### config.mk
export PLATFORM = sky130hd
export DESIGN_NAME = first_unique_symbol_tracker
export DESIGN_NICKNAME = d
export VERILOG_FILES = /design/src/hdl/fust_pkg.sv /design/src/hdl/fust_count_mem.sv /design/src/hdl/first_unique_symbol_tracker.sv
export SDC_FILE = /design/constraint.sdc
export NUM_CORES = 2
export LEC_CHECK = 0
export BUFFER_PORTS_ARGS = -buffer_cell sky130_fd_sc_hd__buf_2
export CORE_MARGIN = 5
export CORE_UTILIZATION = 45
export CTS_CLUSTER_SIZE = 14
export DETAILED_ROUTE_END_ITERATION = 8
export SLEW_MARGIN = 20
export SYNTH_ARGS = -nofsm -noshare
export SYNTH_HDL_FRONTEND = slang
export SYNTH_HIERARCHICAL = 1
export SYNTH_SLANG_ARGS = --single-unit
### constraint.sdc
create_clock -name clock -period 10.3 [get_ports clock]
set_clock_uncertainty 0.05 [all_clocks]
set_input_delay 0 -clock clock [delete_from_list [all_inputs] [get_ports clock]]
set_output_delay 0 -clock clock [all_outputs]
set_load 0.005 [all_outputs]
### src/hdl/fust_pkg.sv
`timescale 1ns / 1ps
// shared constants and types for the first-unique-symbol tracker
// no dependencies; imported by fust_count_mem and first_unique_symbol_tracker
package fust_pkg;

   localparam int SYMBOL_BITS_DEF = 8;   // default symbol alphabet width
   localparam int DATA_BITS       = 8;   // width of the symbol fields on the ports
   localparam int CNT_BITS        = 2;   // occurrence count width

   localparam logic [CNT_BITS-1:0]  CNT_ZERO  = 2'd0;
   localparam logic [CNT_BITS-1:0]  CNT_ONE   = 2'd1;
   localparam logic [CNT_BITS-1:0]  CNT_SAT   = 2'd2;
   localparam logic [DATA_BITS-1:0] NONE_MARK = 8'd35;   // '#'

   // request to the occurrence count memory
   typedef struct packed {
      logic                rd_en;
      logic                wr_en;
      logic [CNT_BITS-1:0] wr_data;
   } cnt_cmd_type;

endpackage

### src/hdl/fust_count_mem.sv
`timescale 1ns / 1ps
// occurrence count memory: one write port, one registered read port
// clears itself after reset with a one-entry-per-cycle sweep; uses fust_pkg
module fust_count_mem #(
   parameter int SYMBOL_BITS = fust_pkg::SYMBOL_BITS_DEF
) (
   input  logic                          clock,
   input  logic                          reset,
   input  fust_pkg::cnt_cmd_type         cnt_cmd,
   input  logic [SYMBOL_BITS-1:0]        rd_addr,
   input  logic [SYMBOL_BITS-1:0]        wr_addr,
   output logic [fust_pkg::CNT_BITS-1:0] rd_data,
   output logic                          ready
);
   import fust_pkg::*;

   localparam int DEPTH = 1 << SYMBOL_BITS;

   logic [CNT_BITS-1:0]    cnt_mem [DEPTH];
   logic [CNT_BITS-1:0]    rd_data_ff;
   logic                   clearing_ff;
   logic                   clearing_in;
   logic [SYMBOL_BITS-1:0] clr_idx_ff;
   logic [SYMBOL_BITS-1:0] clr_idx_in;
   logic                   mem_wr_en;
   logic [SYMBOL_BITS-1:0] mem_wr_addr;
   logic [CNT_BITS-1:0]    mem_wr_data;

   // clearing sweep
   always_comb begin
      clr_idx_in  = clr_idx_ff;
      clearing_in = clearing_ff;
      if (clearing_ff) begin
         clr_idx_in = clr_idx_ff + 1'b1;
         if (clr_idx_ff == {SYMBOL_BITS{1'b1}}) begin
            clearing_in = 1'b0;
         end
      end
   end

   always_ff @(posedge clock) begin
      if (reset) begin
         clearing_ff <= 1'b1;
         clr_idx_ff  <= '0;
      end else begin
         clearing_ff <= clearing_in;
         clr_idx_ff  <= clr_idx_in;
      end
   end

   // sweep owns the write port while it runs
   assign mem_wr_en   = clearing_ff | cnt_cmd.wr_en;
   assign mem_wr_addr = clearing_ff ? clr_idx_ff : wr_addr;
   assign mem_wr_data = clearing_ff ? CNT_ZERO : cnt_cmd.wr_data;

   always_ff @(posedge clock) begin
      if (mem_wr_en) begin
         cnt_mem[mem_wr_addr] <= mem_wr_data;
      end
   end

   always_ff @(posedge clock) begin
      if (cnt_cmd.rd_en) begin
         rd_data_ff <= cnt_mem[rd_addr];
      end
   end

   assign rd_data = rd_data_ff;
   assign ready   = ~clearing_ff;

   // no user write may collide with the clearing sweep
   a_no_wr_while_clearing: assert property (@(posedge clock) disable iff (reset)
      clearing_ff |-> !cnt_cmd.wr_en)
      else $error("count write during clearing sweep");

   // the sweep stops in the cycle after it clears the last entry
   a_sweep_end: assert property (@(posedge clock) disable iff (reset)
      (clearing_ff && clr_idx_ff == {SYMBOL_BITS{1'b1}}) |=> !clearing_ff)
      else $error("clearing sweep did not stop at the last entry");

   // once cleared, the memory never starts clearing again without reset
   a_clear_once: assert property (@(posedge clock) disable iff (reset)
      !clearing_ff |=> !clearing_ff)
      else $error("clearing sweep restarted");

endmodule

### src/hdl/first_unique_symbol_tracker.sv
`timescale 1ns / 1ps
// top level of the first-unique-symbol tracker: control sequencer,
// arrival-order queue memory and output register; uses fust_pkg, fust_count_mem
//
// usage
//   req channel: one 8-bit symbol per item on req_tdata; symbols are masked to
//   SYMBOL_BITS bits. rsp channel: one item per request item; rsp_tdata holds
//   the earliest symbol seen exactly once so far, rsp_tuser is the found flag.
//   with no such symbol found is 0 and the data is '#' (35).
//   result path: after acceptance the count update runs in S_UPD; every stale
//   head popped while entries remain behind it then adds a queue memory read
//   (S_QRD) and a count memory read of the new head (S_CCHK), while a pop that
//   empties the queue adds nothing; the result then waits for a free output register.
//   items: no new item is taken until the sequencer is back in S_IDLE, after the
//   count read-modify-write, any pops and the output handoff; each symbol is
//   popped at most once over the whole stream, so at most 2^SYMBOL_BITS pops.
//   reset: synchronous, active high. afterwards the count memory is cleared
//   by a sweep over all 2^SYMBOL_BITS entries (256 by default); req_tready stays low
//   until it finishes.
//   stalls: the output register parts the channels; an item may be accepted
//   while a result waits, and its own result waits in the sequencer until
//   the output register is free.
module first_unique_symbol_tracker #(
   parameter int SYMBOL_BITS = fust_pkg::SYMBOL_BITS_DEF
) (
   input  logic                           clock,
   input  logic                           reset,
   // request channel
   input  logic                           req_tvalid,
   output logic                           req_tready,
   input  logic [fust_pkg::DATA_BITS-1:0] req_tdata,   // [7:0] symbol
   // result channel
   output logic                           rsp_tvalid,
   input  logic                           rsp_tready,
   output logic [fust_pkg::DATA_BITS-1:0] rsp_tdata,   // [7:0] first_once
   output logic                           rsp_tuser    // [0] found
);
   import fust_pkg::*;

   localparam int DEPTH    = 1 << SYMBOL_BITS;
   localparam int PTR_BITS = SYMBOL_BITS + 1;

   // sequencer states
   localparam logic [2:0] S_IDLE = 3'd0;   // waiting for an item
   localparam logic [2:0] S_UPD  = 3'd1;   // count read-modify-write, push or pop
   localparam logic [2:0] S_QRD  = 3'd2;   // new head symbol read from queue
   localparam logic [2:0] S_CCHK = 3'd3;   // count of new head symbol checked
   localparam logic [2:0] S_OUT  = 3'd4;   // result waits for output register

   logic [2:0]             state_ff;
   logic [2:0]             state_in;
   logic [SYMBOL_BITS-1:0] sym_ff;
   logic [SYMBOL_BITS-1:0] sym_in;
   logic [PTR_BITS-1:0]    head_ff;
   logic [PTR_BITS-1:0]    head_in;
   logic [PTR_BITS-1:0]    tail_ff;
   logic [PTR_BITS-1:0]    tail_in;
   logic [SYMBOL_BITS-1:0] hsym_ff;       // cached copy of queue[head]
   logic [SYMBOL_BITS-1:0] hsym_in;
   logic [PTR_BITS-1:0]    head_plus;

   logic                   rsp_valid_ff;
   logic                   rsp_valid_in;
   logic                   rsp_found_ff;
   logic                   rsp_found_in;
   logic [DATA_BITS-1:0]   rsp_first_ff;
   logic [DATA_BITS-1:0]   rsp_first_in;
   logic                   rsp_free;
   logic                   finish;

   // count memory interface
   cnt_cmd_type            cnt_cmd;
   logic [SYMBOL_BITS-1:0] cnt_rd_addr;
   logic [CNT_BITS-1:0]    cnt_rd_data;
   logic [CNT_BITS-1:0]    cnt_new;
   logic                   cnt_ready;

   // arrival-order queue memory
   logic [SYMBOL_BITS-1:0] queue_mem [DEPTH];
   logic [SYMBOL_BITS-1:0] q_rd_data_ff;
   logic                   q_rd_en;
   logic                   q_wr_en;

   logic                   req_accept;
   logic [SYMBOL_BITS-1:0] req_sym;

   fust_count_mem #(
      .SYMBOL_BITS (SYMBOL_BITS)
   ) u_count_mem (
      .clock   (clock),
      .reset   (reset),
      .cnt_cmd (cnt_cmd),
      .rd_addr (cnt_rd_addr),
      .wr_addr (sym_ff),
      .rd_data (cnt_rd_data),
      .ready   (cnt_ready)
   );

   assign req_tready = (state_ff == S_IDLE) & cnt_ready;
   assign req_accept = req_tvalid & req_tready;
   // mask (or widen) the port symbol to the alphabet width
   assign req_sym    = SYMBOL_BITS'(req_tdata);
   assign head_plus  = head_ff + 1'b1;
   assign rsp_free   = ~rsp_valid_ff | rsp_tready;
   // saturating increment
   assign cnt_new    = (cnt_rd_data >= CNT_SAT) ? CNT_SAT : cnt_rd_data + CNT_ONE;

   // sequencer
   always_comb begin
      state_in        = state_ff;
      sym_in          = sym_ff;
      head_in         = head_ff;
      tail_in         = tail_ff;
      hsym_in         = hsym_ff;
      finish          = 1'b0;
      q_rd_en         = 1'b0;
      q_wr_en         = 1'b0;
      cnt_cmd.rd_en   = 1'b0;
      cnt_cmd.wr_en   = 1'b0;
      cnt_cmd.wr_data = cnt_new;
      cnt_rd_addr     = req_sym;
      unique case (state_ff)
         S_IDLE: begin
            if (req_accept) begin
               sym_in        = req_sym;
               cnt_cmd.rd_en = 1'b1;
               state_in      = S_UPD;
            end
         end
         S_UPD: begin
            cnt_cmd.wr_en = 1'b1;
            if (cnt_rd_data == CNT_ZERO) begin
               // first occurrence: append to the queue
               q_wr_en = 1'b1;
               tail_in = tail_ff + 1'b1;
               if (head_ff == tail_ff) begin
                  hsym_in = sym_ff;
               end
               finish = 1'b1;
            end else if (head_ff != tail_ff && hsym_ff == sym_ff) begin
               // head symbol just repeated: pop it
               head_in = head_plus;
               if (head_plus == tail_ff) begin
                  finish = 1'b1;
               end else begin
                  q_rd_en  = 1'b1;
                  state_in = S_QRD;
               end
            end else begin
               finish = 1'b1;
            end
         end
         S_QRD: begin
            hsym_in       = q_rd_data_ff;
            cnt_rd_addr   = q_rd_data_ff;
            cnt_cmd.rd_en = 1'b1;
            state_in      = S_CCHK;
         end
         S_CCHK: begin
            if (cnt_rd_data >= CNT_SAT) begin
               // stale head: pop and look at the next one
               head_in = head_plus;
               if (head_plus == tail_ff) begin
                  finish = 1'b1;
               end else begin
                  q_rd_en  = 1'b1;
                  state_in = S_QRD;
               end
            end else begin
               finish = 1'b1;
            end
         end
         S_OUT: begin
            finish = 1'b1;
         end
         default: begin
            state_in = S_IDLE;
         end
      endcase
      if (finish) begin
         state_in = rsp_free ? S_IDLE : S_OUT;
      end
   end

   // output register
   always_comb begin
      rsp_valid_in = rsp_valid_ff & ~rsp_tready;
      rsp_found_in = rsp_found_ff;
      rsp_first_in = rsp_first_ff;
      if (finish && rsp_free) begin
         rsp_valid_in = 1'b1;
         rsp_found_in = (head_in != tail_in);
         rsp_first_in = (head_in != tail_in) ? DATA_BITS'(hsym_in) : NONE_MARK;
      end
   end

   always_ff @(posedge clock) begin
      if (reset) begin
         state_ff     <= S_IDLE;
         head_ff      <= '0;
         tail_ff      <= '0;
         rsp_valid_ff <= 1'b0;
      end else begin
         state_ff     <= state_in;
         head_ff      <= head_in;
         tail_ff      <= tail_in;
         rsp_valid_ff <= rsp_valid_in;
      end
   end

   always_ff @(posedge clock) begin
      sym_ff       <= sym_in;
      hsym_ff      <= hsym_in;
      rsp_found_ff <= rsp_found_in;
      rsp_first_ff <= rsp_first_in;
   end

   // queue memory: write at tail, registered read at the next head
   always_ff @(posedge clock) begin
      if (q_wr_en) begin
         queue_mem[tail_ff[SYMBOL_BITS-1:0]] <= sym_ff;
      end
   end

   always_ff @(posedge clock) begin
      if (q_rd_en) begin
         q_rd_data_ff <= queue_mem[head_plus[SYMBOL_BITS-1:0]];
      end
   end

   assign rsp_tvalid = rsp_valid_ff;
   assign rsp_tdata  = rsp_first_ff;
   assign rsp_tuser  = rsp_found_ff;

   // queue occupancy never exceeds the alphabet size
   a_queue_bound: assert property (@(posedge clock) disable iff (reset)
      PTR_BITS'(tail_ff - head_ff) <= PTR_BITS'(DEPTH))
      else $error("order queue overflow");

   // the count read back during update is never beyond saturation
   a_count_sat: assert property (@(posedge clock) disable iff (reset)
      (state_ff == S_UPD) |-> (cnt_rd_data <= CNT_SAT))
      else $error("occurrence count above saturation");

   // a push into an empty queue makes the pushed symbol the cached head
   a_head_cache: assert property (@(posedge clock) disable iff (reset)
      (state_ff == S_UPD && cnt_rd_data == CNT_ZERO && head_ff == tail_ff)
      |=> (hsym_ff == $past(sym_ff)))
      else $error("head cache not loaded on push into empty queue");

   // a result without a unique symbol always carries the none mark
   a_none_mark: assert property (@(posedge clock) disable iff (reset)
      (rsp_valid_ff && !rsp_found_ff) |-> (rsp_first_ff == NONE_MARK))
      else $error("empty result without none mark");

endmodule

### After elaboration in Yosys (flattened, before gate mapping)

Memories as Yosys holds them, arrays and structs flattened. A register that Yosys moved wholly into a read port is not among the register bits.
Index checks and enable logic that the tools add are counted.

* register bits: 56
* latch bits: 0
* memory bits (writable): 2560
* bits in read-only memories: 0
* input bits: 12
* output and inout port bits: 11
* word-level logic and storage cells: 89
* memories: 2

Memories
* queue_mem: depth 256, bits a word 8, read ports 1, clocked after memory_dff 1, write ports 1, RTL line first_unique_symbol_tracker.sv:79 `logic [SYMBOL_BITS-1:0] queue_mem [DEPTH];`
* u_count_mem.cnt_mem: depth 256, bits a word 2, read ports 1, clocked after memory_dff 1, write ports 1, RTL line fust_count_mem.sv:19 `logic [CNT_BITS-1:0] cnt_mem [DEPTH];`

* add/sub/neg operators: 4
* multipliers: 0
* divide/modulo/power cells: 0
* magnitude comparators: 1
* equality and inequality tests: 15
* shift-type cells: 0
* mux-type cells: 43
* bitwise operators: 8
* reductions and logical operators: 6

Operators with widths (count)
* $mux W9: 5
* $mux W8: 4
* $mux W3: 7
* $mux W1: 19
* $add A9 B1 Y9 const B: 2
* $eq A9 B9 Y1: 2
* $ne A9 B9 Y1: 2
* $pmux W9 S2: 1
* $pmux W8 S2: 1
* $pmux W3 S5: 1
* $ne A3 B3 Y1 const B: 4
* $add A8 B1 Y8 const B: 1
* $eq A8 B8 Y1: 1
* $eq A8 B8 Y1 const B: 1
* $eq A3 B2 Y1 const B: 2
* $reduce_and A5 Y1: 1
* $mux W2: 2
* $pmux W1 S2: 2
* $and A1 B1 Y1: 3
* $eq A3 B1 Y1 const B: 1
* $eq A3 B3 Y1 const B: 1
* $logic_not A3 Y1: 1
* $not A1 Y1: 3
* $pmux W1 S3: 1
* other kinds (7): 9

### Depth between registers and ports, before layout

* depth after elaboration: 8
* gate-level depth with buffers: 13
* mapped depth without buffers: 10

### By module

The synthesis kept the hierarchy.

By module, submodules not included
* first_unique_symbol_tracker: instances 1, cells an instance 3537, area an instance 81897.3 µm², sequential area each 62850.3 µm²
* fust_count_mem: instances 1, cells an instance 1360, area an instance 21912.3 µm², sequential area each 15615.0 µm²

### Least setup slack after synthesis

No wires, ideal clock.

* path kind: reg2reg
* from: register u_count_mem.rd_data_ff[1], in the netlist u_count_mem/rd_data[1] (read register of u_count_mem.cnt_mem)
* to: memory u_count_mem.cnt_mem[0][0], data pin
* library setup time: 1.463 ns
* data arrival time: 7.092 ns
* required time: 8.787 ns
* slack: 1.695 ns
* cell stages (with the launch flop): 5
* buffers on the path: 1
* period minus slack after synthesis: 8.605 ns
* cell sequence: edfxtp_1 or2_1 clkbuf_1 inv_1 nor2b_1

RTL lines
* from (decl): RTL line fust_count_mem.sv:20 `logic [CNT_BITS-1:0] rd_data_ff;`
* to (decl): RTL line fust_count_mem.sv:19

### Final worst setup path

* from: register head_ff[0]
* to: register q_rd_data_ff[7] (read register of queue_mem), data pin

* longest elaborated chain between the ends: 6
* elaborated cells between the ends (all ways): 9
* classes of those cells: add/sub (1); eq/ne (2); mux (5); reduce/logical (1)

RTL lines
* from (decl): RTL line first_unique_symbol_tracker.sv:54 `logic [PTR_BITS-1:0] head_ff;`
* from (signal assigned): RTL line first_unique_symbol_tracker.sv:205 `head_ff <= head_in;`
* $add A9 B1 Y9: RTL line first_unique_symbol_tracker.sv:103 `assign head_plus = head_ff + 1'b1;`
* $eq A9 B9 Y1: RTL line first_unique_symbol_tracker.sv:143, first_unique_symbol_tracker.sv:163
* $mux W1: RTL line first_unique_symbol_tracker.sv:143, first_unique_symbol_tracker.sv:163
* $mux W1: RTL line first_unique_symbol_tracker.sv:140 `end else if (head_ff != tail_ff && hsym_ff == sym_ff) begin`
* $mux W1: RTL line first_unique_symbol_tracker.sv:132 `if (cnt_rd_data == CNT_ZERO) begin`
* $pmux W1 S2: RTL line first_unique_symbol_tracker.sv:122 `unique case (state_ff)`
* to (decl): RTL line first_unique_symbol_tracker.sv:80 `logic [SYMBOL_BITS-1:0] q_rd_data_ff;`

Parallel ways exist; a longest one is shown, timed or not.
A chain may end at the register's enable or synchronous reset.

==> impl_metrics.py <==
metrics = {
    "global_routing": {
        "grt_usage_pct": 20.76,
        "grt-ovfl-total": 0,
        "grt_pass1_wl_um": 365600,
        "grt_max_degree": 257,
        "grt_pass1_vias": 50660,
        "antenna_found_initial": 12,
    },
    "synthesis": {
        "netlist_instances": 4897,
        "synth_top_area_cell": "edfxtp_1",
        "synthTopCellsByCount": "edfxtp_1 (2587), mux4_2 (744), nor2_1 (559), clkbuf_1 (186), mux2i_1 (119)",
        "synth_top_family_by_area": "multiplexers",
        "synthDistinctLibCells": 74,
        "mappedNetlistArea_mm2": 0.1038,
        "synth-adder-area-share_pct": 0.07232,
        "synth-simple-area-share_pct": 3.434,
        "synth.area.mux_share_pct": 17.69,
        "synthArstFlopShare_pct": 0,
        "synth-xor-area-share_pct": 0.5050,
        "syn_area_per_cell_um2": 21.20,
        "syn_nets": 4915,
        "yosys-top-cells-area": "edfxtp_1 (75%), mux4_2 (16%), nor2_1 (2.0%)",
        "ys_warn_count": 6,
        "synth_enable_flop_cells": 2587,
        "post-synth-top-count-cell": "edfxtp_1",
        "ys_ff_latch": 2626,
        "synth-compound-area-share_pct": 1.227,
        "yosysSeqAreaShare_pct": 75.59,
        "ys.flop_type": "edfxtp_1",
        "synth_top_area_share_pct": 74.83,
    },
    "clock_network": {
        "root_buffer": "clkbuf_16",
        "postCtsSetupBuffers": 0,
        "clk_pin_slew_ps": 60,
        "cts_htree_levels": 5,
        "cts_tree": "built",
        "cts_max_path_buffers": 4,
        "cts-buffers-inserted": 287,
        "clkLatencyLatePin_ps": 910,
        "cts.sinks": 2626,
    },
    "place": {
        "place_hpwl_um": 144700,
        "dpl_cell_area_mm2": 0.1073,
        "numPortBuffers": 22,
        "gp_congestion": 0.8141,
    },
    "sta": {
        "slew_headroom_pct": 20.25,
        "fin_crit_sh_pct": 56.29,
        "report.final.hold_viol_count": 0,
        "tightest_slew_ps": 1193,
        "min_period_ps": 5798,
        "setup_viol": 0,
        "final.setup.tns_ps": 0,
        "max_freq_mhz": 172.5,
        "rsz0062_at_grt": "no",
        "whs_ps": 96.36,
        "maxSlewViolCount": 0,
    },
    "detailed_routing": {
        "vias": 49960,
        "dr.pass1.iters": 7,
        "ant_nets": 0,
        "viasPerCell": 6.041,
        "drc": 0,
        "wl_per_cell_um": 30.52,
        "drt_iter0_drc": 5403,
        "drt_wl_total_um": 252400,
    },
    "pwr": {
        "p_leak_nw": 34.10,
        "max-vdd-ir-drop_mv": 0.1570,
        "p_per_area_mw_per_mm2": 184.3,
        "power.net_switching_w": 0.004127,
        "swShare_pct": 19.23,
        "p_seq_share_pct": 53.9,
        "combPwrFrac_pct": 0.8,
        "internal_power_w": 0.01733,
        "p_clk_share_pct": 45.3,
    },
    "cells_and_area": {
        "drive_above_1_share_pct": 25.06,
        "nets": 5052,
        "fin_area_mm2": 0.1164,
        "n_fill_cell": 18180,
        "areaGrowthSynthToFinish_pct": 12.15,
    },
    "die": {
        "initial_utilization_pct": 45.15,
        "die_h_um": 490.3,
        "rows": 176,
        "pin_count": 23,
        "die-area_mm2": 0.2404,
        "core_area_mm2": 0.2299,
        "die_w_um": 490.3,
    },
    "worst_setup_path": {
        "critPathMaxFanout": 92,
        "startpoint_type": "flip-flop",
        "crit_arrival_ps": 6390,
        "cp_data_required_time_ps": 10890,
        "crit_path_end_kind": "flip-flop",
        "critical_path_class": "flip-flop to flip-flop",
    },
    "status": {
        "status": "finished clean",
    },
    "run": {
        "drv_cap": 0,
    },
    "min_path": {
        "hold_class": "input pin to flip-flop",
    },
}
-- path summary, 6_finish.rpt --
path,from,to,slack [ps],cells past startpoint
max,head_ff[0]$_SDFF_PP0_,q_rd_data_ff[7]$_DFFE_PP_,4500,7
max reg2reg,head_ff[0]$_SDFF_PP0_,q_rd_data_ff[7]$_DFFE_PP_,4500,7
min reg2reg,u_count_mem/clr_idx_ff[0]$_SDFFE_PP0P_,u_count_mem/clr_idx_ff[0]$_SDFFE_PP0P_,490,2
min,req_tvalid,state_ff[0]$_SDFFE_PP0P_,100,4
-- routing by layer --
| layer | vias up | global-route usage [%] | share of wire [%] |
|---|---|---|---|
| li1 | 20600 | - | - |
| met1 | 26960 | 30.20 | 42 |
| met2 | 2017 | 32.45 | 48 |
| met3 | 387 | 4.255 | 7.9 |
| met4 | 2 | 5.406 | 2.5 |
| met5 | - | 0 | 0.0052 |
-- what timing repair did --
action / 4_1_cts / 5_1_grt
hold buffers: 19 / 0
endpoints found under the hold margin: 49 / 0
gates resized for setup: 0 / 0
-- flip-flops by register name (all words and copies together), names as in the netlist --
signal                   count
head_ff                      9
hsym_ff                      8
q_rd_data_ff                 8
queue_mem                 2048
rsp_tdata                    8
rsp_tuser                    1
rsp_tvalid                   1
state_ff                     3
sym_ff                       8
tail_ff                      9
u_count_mem/clearing_ff      1
u_count_mem/clr_idx_ff       8
u_count_mem/cnt_mem        512
u_count_mem/rd_data          2
-- power by group through the flow --
stage / Clock, W / Combinational [W] / Sequential [W]
after global placement: 0 / 0.000161 / 0.0118
after detailed placement: 0 / 0.000163 / 0.0118
after floorplan: 0 / 0.000119 / 0.0118
after CTS: 0.00991 / 0.000171 / 0.0116
after global routing: 0.0104 / 0.000180 / 0.0116
final: 0.00973 / 0.000171 / 0.0116
-- area by class of cell --
| cell class | count | area, um^2 | area share, % |
|---|---|---|---|
| inverters | 21 | 78.83 | 0.06771 |
| diodes | 3 | 7.507 | 0.006448 |
| well taps | 3026 | 3786 | 3.252 |
| repair buffers | 145 | 1280 | 1.099 |
| multi-input cells | 1953 | 24010 | 20.62 |
| clock buffers | 352 | 7585 | 6.515 |
| flip-flops and latches | 2626 | 78470 | 67.40 |
| clock inverters | 143 | 1210 | 1.039 |
-- through the flow --
stage | util (%) | total power (W) | instances | worst slack (ps)
after floorplan | - | 0.01191 | 4897 | 1695
after global placement | 46.65 | 0.01195 | 7748 | 4431
after detailed placement | 46.67 | 0.01195 | 7748 | 4377
after CTS | 50.58 | 0.02164 | 8262 | 4361
after global routing | 50.64 | 0.02210 | 8267 | 4043
final | 50.64 | 0.02146 | 8269 | 4502
-- kinds of logic after synthesis --
logic type / count (synthesis)
AOI/OAI and AO/OA: 171
xor gates and xnor gates: 59
adders and majority gates: 6
and+or+nand+nor: 838
muxes: 879
DFF: 2626
buffers and inverters: 318
-- cells in the final DEF (no fill, tap or decap), drive strengths merged, types with 27 or more instances in the layout --
master | Yosys | layout
nand2 | 92 | 92
edfxtp | 2587 | 2587
nor3 | 31 | 31
nand3 | 55 | 55
o22ai | 47 | 47
xor2 | 27 | 27
mux4 | 760 | 760
mux2i | 119 | 119
clkbuf | 186 | 352
xnor2 | 32 | 32
dfxtp | 39 | 39
nor2 | 560 | 560
buf | 111 | 126
clkinv | 1 | 111
-- worst max-delay path, cell delays in order, from the launching register on --
cell,delay [ps]
dfxtp_4,900
buf_4,740
buf_4,680
buf_12,620
mux4_2,640
mux4_2,550
mux4_2,610
mux4_2,500
(Power assumes the default switching activity.)
